## config.mk

```make
export PLATFORM = sky130hd
export DESIGN_NAME = hcbp_queue
export DESIGN_NICKNAME = d
export VERILOG_FILES = /design/src/rtl/core/hcbp_pkg.sv /design/src/rtl/core/hcbp_queue.sv
export SDC_FILE = /design/constraint.sdc
export NUM_CORES = 1
export LEC_CHECK = 0
export BUFFER_PORTS_ARGS = -buffer_cell sky130_fd_sc_hd__buf_4
export CORE_MARGIN = 3
export CORE_UTILIZATION = 59
export CTS_BUF_LIST = sky130_fd_sc_hd__clkbuf_8
export CTS_CLUSTER_SIZE = 10
export DETAILED_ROUTE_END_ITERATION = 10
export MAX_ROUTING_LAYER = met4
export PLACE_DENSITY = 0.94
export SYNTH_ARGS = -nofsm -noshare
export SYNTH_HDL_FRONTEND = slang
export SYNTH_SLANG_ARGS = --single-unit
```

## constraint.sdc

```tcl
create_clock -name clk -period 2.5 [get_ports clk]
set_input_delay 0 -clock clk [delete_from_list [all_inputs] [get_ports clk]]
set_output_delay 0 -clock clk [all_outputs]
set_load 0.1 [all_outputs]
```

## src/rtl/core/hcbp_pkg.sv

```systemverilog
// ----------------------------------------------------------------------------
// hcbp_pkg
// Shared types and constants of the table-driven Huffman bit packer.
// ----------------------------------------------------------------------------
package hcbp_pkg;

  localparam int MODE_W   = 2;
  localparam int SYM_W    = 8;
  localparam int CODE_W   = 32;
  localparam int LEN_W    = 6;
  localparam int BYTE_W   = 8;

  // Longest code accepted on load; longer lengths saturate to the code word width.
  localparam int MAX_CODE_LEN = 32;
  localparam int CAP_LEN      = (MAX_CODE_LEN < CODE_W) ? MAX_CODE_LEN : CODE_W;

  // Pending bits never reach a whole byte.
  localparam int PEND_W  = BYTE_W - 1;
  localparam int PCNT_W  = 3;
  // Work window: pending bits followed by one full code word, plus spare bit.
  localparam int WORK_W  = PEND_W + CODE_W + 1;
  localparam int TOTAL_W = 6;

  // Decoupling queue between classification and packing.
  localparam int Q_DEPTH = 4;
  localparam int Q_PTR_W = $clog2(Q_DEPTH);
  localparam int Q_CNT_W = $clog2(Q_DEPTH + 1);

  typedef enum logic [MODE_W-1:0] {
    MODE_LOAD   = 2'd0,
    MODE_ENCODE = 2'd1,
    MODE_FLUSH  = 2'd2,
    MODE_RSVD   = 2'd3
  } mode_t;

  // One unit of packing work handed from front to back.
  typedef struct packed {
    logic              is_flush;
    logic [CODE_W-1:0] code;
    logic [LEN_W-1:0]  len;
  } hcbp_op_t;

endpackage

```

## src/rtl/core/hcbp_queue.sv

```systemverilog
// ----------------------------------------------------------------------------
// hcbp_queue
// Short FIFO of packing ops between the front and the back.
// ----------------------------------------------------------------------------
module hcbp_queue (
  input  logic               clk,
  input  logic               rst_n,
  input  logic               push_valid,
  output logic               push_ready,
  input  hcbp_pkg::hcbp_op_t push_op,
  output logic               pop_valid,
  input  logic               pop,
  output hcbp_pkg::hcbp_op_t pop_op
);
  import hcbp_pkg::*;

  hcbp_op_t             slot_r [Q_DEPTH];
  logic [Q_PTR_W-1:0]   wr_ptr_r;
  logic [Q_PTR_W-1:0]   rd_ptr_r;
  logic [Q_CNT_W-1:0]   cnt_r;
  logic                 do_push;
  logic                 do_pop;

  assign push_ready = (cnt_r != Q_CNT_W'(Q_DEPTH));
  assign pop_valid  = (cnt_r != '0);
  assign pop_op     = slot_r[rd_ptr_r];
  assign do_push    = push_valid && push_ready;
  assign do_pop     = pop && pop_valid;

  always_ff @(posedge clk) begin
    if (do_push) begin
      slot_r[wr_ptr_r] <= push_op;
    end
  end

  always_ff @(posedge clk) begin
    if (!rst_n) begin
      wr_ptr_r <= '0;
      rd_ptr_r <= '0;
      cnt_r    <= '0;
    end else begin
      if (do_push) begin
        wr_ptr_r <= wr_ptr_r + 1'b1;
      end
      if (do_pop) begin
        rd_ptr_r <= rd_ptr_r + 1'b1;
      end
      if (do_push && !do_pop) begin
        cnt_r <= cnt_r + 1'b1;
      end else if (do_pop && !do_push) begin
        cnt_r <= cnt_r - 1'b1;
      end
    end
  end

endmodule

```

==> impl_metrics.ini, run 1 <==
[status]
status = finished, final reports clean

[detailed_routing]
wl_per_cell_um = 22.2
ant_nets = 0
routed_wirelength_um = 12000
via_count = 3021
wl_met1_um = 4590
top_layer = met4
wl_met2_um = 6510
avgViaCountPerCell = 5.59
dr.pass1.iters = 4
wl_met3_um = 591
drt_iter0_markers = 243
drt_drc_violations_left = 0

[global_route]
grt_pass1_vias = 3337
grt_max_degree = 40
grt_pass1_wl_um = 18900
overflow = 0
antenna_found_initial = 0
track_usage_pct = 23.8

[synth]
yosysSeqAreaShare_pct = 79.8
synth_area_mm2 = 0.00610
synth-seq-cells = 165
synthCells = 251
synth_nets = 300
synth.distinct_cells = 23
avgSynthCellArea_um2 = 24.3
ys.warnings.count = 0

[cells_and_area]
mostFrequentLayoutCells = edfxtp_1, buf_4, dlygate4sd3_1, mux4_2, clkbuf_8
final_common_cell = edfxtp_1
nNetsFinal = 443
areaGrowthSynthToFinish_pct = 27.9
seq_area_mm2 = 0.00487
antennaDiodeCount = 0
num-fill-cells = 501
layout-drive-gt1-share_pct = 41.8
multiInputGateArea_mm2 = 0.00117

[sta]
drv_slew = 0
period_minus_slack_ns = 2.20
setup_tns_ns = 0
slew_headroom_pct = 62.6
tightest_slew_ns = 0.562
rsz0062_at_grt = no
finalHoldViolations = 0
finalWorstSetupSlack_ns = 0.302
fin_worst_skew_ns = 0.0106
layout_worst_path_cycle_share_pct = 87.9
fmax_ghz = 0.455
setup_viol = 0

[clock_network]
cts.clk_slew.worst_paths_ns = 0.09
cts_num_sinks = 165
cts_buffers = 17
postCtsResizedCells = 0
post_cts_buffers = 0
clock_latency_ns = 0.45
cts_tree = done
htreeDepth = 4
cts_buffer_depth = 2
cts_root_buffer = clkbuf_8
holdBufCountCts = 42

[power_and_ir_drop]
p_leak_nw = 2.68
fin_total_pwr_w = 0.00968
powerDensity_mw_per_mm2 = 1240
ir_worst_vdd_v = 0.00110

[critical_path]
start_kind = flop
crit_path_max_incr_delay_ns = 0.70
critPathKind = flop to primary output
cp.buffers_inverters = 2
cp.arrival_ns = 2.20
endpoint_kind = primary output
crit_family = flip-flops
crit_fanout = 13
required_ns = 2.50
slowest_stage = dfxtp_2
path_cells = buf_12, mux4_2, buf_4

[place]
port_buffers = 83
gp_congestion = 0.708
pre_cts_ws_ns = 0.324
dp_hpwl_um = 7330

[die]
initial_core_util_pct = 61.5
dieArea_mm2 = 0.0116
die_w_um = 108
num_io_pins = 84
fp-row-count = 36
fp.coreArea_mm2 = 0.00991
die_height_um = 108

[hold_path]
hp-class = input pin to flop

[run]
cap_violations = 0
==> stage by stage <==
| stage | utilization, % | std cells | cell area (µm²) | hold WS [ns] |
|---|---|---|---|---|
| floorplan | - | 251 | 6100 | 0.0989 |
| global placement | 70.3 | 466 | 6970 | 0.198 |
| detailed placement | 70.3 | 466 | 6970 | 0.203 |
| CTS | 78.7 | 540 | 7800 | 0.0467 |
| global route | 78.7 | 540 | 7800 | 0.0827 |
| finish | 78.7 | 540 | 7800 | 0.0768 |
==> tightest hold or removal path, delay by kind of cell <==
family | cells | cell delay (ns)
buf+inv | 2 | 0.23
compound gates | 1 | 0.17
mux | 1 | 0.07
==> layout make-up <==
cell class	count	share of cell area [%]
timing repair buffer	133	15.1
clock inverter	15	2.20
sequential	165	62.4
multi-input combinational	74	15.0
clock buffer	17	3.00
tap	133	2.13
inverter	3	0.144
==> synthesized netlist by cell type <==
library cell | instances | area share, %
buf_4 | 2 | 0.25
nor2b_1 | 1 | 0.10
nor2_1 | 1 | 0.062
fa_1 | 1 | 0.33
mux2i_1 | 3 | 0.49
xor2_1 | 1 | 0.14
buf_6 | 2 | 0.37
buf_2 | 2 | 0.16
dfxtp_1 | 9 | 3.0
a21boi_2 | 1 | 0.18
edfxtp_1 | 156 | 77
clkbuf_1 | 3 | 0.18
and2_1 | 8 | 0.82
ha_1 | 5 | 1.0
o311ai_1 | 1 | 0.14
or3_1 | 2 | 0.21
inv_1 | 3 | 0.18
xnor2_1 | 3 | 0.43
o31ai_2 | 1 | 0.21
mux4_2 | 39 | 14
a21boi_0 | 1 | 0.12
nand2_1 | 5 | 0.31
o21ai_0 | 1 | 0.082
==> routing by layer <==
| layer | GRT usage [%] | vias up |
|---|---|---|
| met1 | 28.0 | 1548 |
| met3 | 5.76 | 24 |
| met4 | 9.83 | 0 |
| met5 | - | - |
| met2 | 40.0 | 117 |
| li1 | - | 1332 |
==> worst paths after layout <==
kind,startpoint,to,slack (ns),cells after the start
hold / removal,push_valid,wr_ptr_r[1],0.08,4
hold reg to reg,wr_ptr_r[1],wr_ptr_r[1],0.51,2
setup reg to reg,cnt_r[1],cnt_r[2],0.31,7
setup / recovery,flop,pop_op[6],0.30,3
==> power breakdown <==
group	switching, W	internal (W)
sequential	0.000186	0.00336
clock	0.00100	0.000912
combinational	0.00306	0.00115
total	0.00425	0.00542
==> registers in the layout, indices dropped and copies added (netlist names), named ones only <==
name	flops
cnt_r	3
rd_ptr_r	2
slot_r	156
wr_ptr_r	2
==> kinds of logic (layout without fill, tap and decap cells) <==
logic type,count (synthesis),in the layout,synth area share [%]
flops,165,165,79.8
compound gates,5,5,0.739
xor+xnor,4,4,0.575
fa+ha+maj,6,6,1.35
buf+inv,12,168,1.15
mux,42,42,14.9
simple gates,17,17,1.50
(Power assumes the default switching activity.)
==> run 2, diff against run 1 <==
Settings changed: BUFFER_PORTS_ARGS -buffer_cell sky130_fd_sc_hd__buf_4 to -buffer_cell sky130_fd_sc_hd__buf_2.
==> run 2 against run 1 <==
Against the previous run:
- sequential power is essentially flat
- utilization fell by 1.8 points
- critical path depth is 5 higher
- clock-buffer cell count unchanged
- worst hold slack got worse by 0.043 ns
- combinational power fell by 5.2%
- critical path type is now flop to flop
- critical endpoint is now cnt_r[2]
- largest cell class unchanged
- highest routed layer unchanged
==> impl_metrics.ini, run 2 (same netlist as run 1, synthesis figures left out) <==
[die]
fp-row-count = 36
die_w_um = 108
die_height_um = 108
fp.coreArea_mm2 = 0.00991
num_io_pins = 84
dieArea_mm2 = 0.0116
initial_core_util_pct = 61.5

[run]
cap_violations = 0

[global_route]
track_usage_pct = 23.6
grt_max_degree = 40
grt_pass1_vias = 3230
grt_pass1_wl_um = 18500
antenna_found_initial = 0
overflow = 0

[clock_network]
cts_root_buffer = clkbuf_8
post_cts_buffers = 0
cts.clk_slew.worst_paths_ns = 0.08
cts_num_sinks = 165
cts_buffer_depth = 2
htreeDepth = 4
cts_tree = done
clock_latency_ns = 0.44
cts_buffers = 17

[critical_path]
cp.arrival_ns = 2.63
slowest_stage = dfxtp_1
critPathKind = flop to flop
start_kind = flop
crit_path_max_incr_delay_ns = 0.49
cp.buffers_inverters = 1
crit_fanout = 6
endpoint_kind = flop
required_ns = 2.85
path_cells = nor2_1, a21boi_2, ha_1, inv_1, fa_1, xor2_1, or3_1, a21boi_0
crit_family = adder cells

[cells_and_area]
final_common_cell = edfxtp_1
mostFrequentLayoutCells = edfxtp_1, buf_2, dlygate4sd3_1, mux4_2, clkbuf_8
antennaDiodeCount = 0
areaGrowthSynthToFinish_pct = 25.0
largest_reg_flops = 156
nNetsFinal = 442
layout-drive-gt1-share_pct = 41.1
reg_top3 = slot_r (156), cnt_r (3)
top_register = slot_r

[detailed_routing]
dr.pass1.iters = 6
via_count = 3019
wl_per_cell_um = 23.1
drt_drc_violations_left = 0
avgViaCountPerCell = 5.62
ant_nets = 0
drt_iter0_markers = 266
routed_wirelength_um = 12400

[power_and_ir_drop]
p_leak_nw = 2.63
powerDensity_mw_per_mm2 = 1270
ir_worst_vdd_v = 0.000961
fin_total_pwr_w = 0.00966

[sta]
setup_tns_ns = 0
finalHoldViolations = 0
setup_viol = 0
fin_worst_skew_ns = 0.00774
layout_worst_path_cycle_share_pct = 91.4
fmax_ghz = 0.438
slew_headroom_pct = 66.0
tightest_slew_ns = 0.514
rsz0062_at_grt = no
drv_slew = 0
period_minus_slack_ns = 2.28

[status]
status = finished, final reports clean

[place]
dp_hpwl_um = 7310
gp_congestion = 0.681
port_buffers = 83

[hold_path]
hp-class = input pin to flop
[run 2: changes by cell type in the layout (fill, tap and decap cells not counted), sizes merged]
cell / delta
dlygate4sd3: -2
inv: -4
clkinvlp: -2
buf: +1
bufinv: +4
[run 2: worst register-to-register path, cell delays in order, from the launching register on]
cell	delay (ns)
dfxtp_1	0.49
nor2_1	0.14
a21boi_2	0.18
ha_1	0.21
inv_1	0.06
fa_1	0.38
xor2_1	0.18
or3_1	0.32
a21boi_0	0.23
[run 2: path summary, 6_finish.rpt]
kind | from | to | slack [ns] | cells past startpoint
worst max register to register | cnt_r[0] | cnt_r[2] | 0.22 | 8
worst min register to register | wr_ptr_r[0] | wr_ptr_r[0] | 0.53 | 2
worst min-delay path | pop | flop | 0.03 | 4
worst max-delay path | cnt_r[0] | cnt_r[2] | 0.22 | 8
[run 2: metal layers]
layer / wire length, µm / up-vias / track usage [%]
li1: - / 1332 / -
met1: 4420 / 1537 / 26.8
met2: 6960 / 129 / 40.9
met3: 748 / 21 / 5.94
met4: 255 / 0 / 8.57
met5: 0 / - / -
[run 2: area by class of cell]
class / instances / area, µm²
Clock buffer: 17 / 234
Clock inverter: 13 / 214
Fill cell: 511 / 2290
Inverter: 3 / 11.3
Multi-Input combinational cell: 74 / 1170
Sequential cell: 165 / 4870
Tap cell: 133 / 166
Timing Repair Buffer: 132 / 958
[run 2: through the flow]
| step | util [%] | setup slack [ns] | instance area, µm² | instances | hold slack [ns] |
|---|---|---|---|---|---|
| final | 76.9 | 0.215 | 7620 | 537 | 0.0343 |
| after global routing | 76.9 | 0.0681 | 7620 | 537 | 0.0156 |
| after CTS | 76.9 | 0.243 | 7620 | 537 | 0.00661 |
| after detailed placement | 68.3 | 0.258 | 6770 | 467 | 0.217 |
| after global placement | 68.3 | 0.512 | 6770 | 467 | 0.210 |
| after floorplan | - | 0.312 | 6100 | 251 | 0.0989 |
[run 2: timing repair]
item	in CTS	in global routing
hold buffers	40	0
endpoints found under the hold margin	165	0
gates resized for setup	0	0
[run 2: power by group]
| part | switching, W | leakage (nW) | total, W | internal, W |
|---|---|---|---|---|
| clock network | 0.000850 | 0.227 | 0.00211 | 0.00126 |
| logic | 0.00305 | 0.900 | 0.00400 | 0.000945 |
| registers | 0.000195 | 1.50 | 0.00355 | 0.00336 |
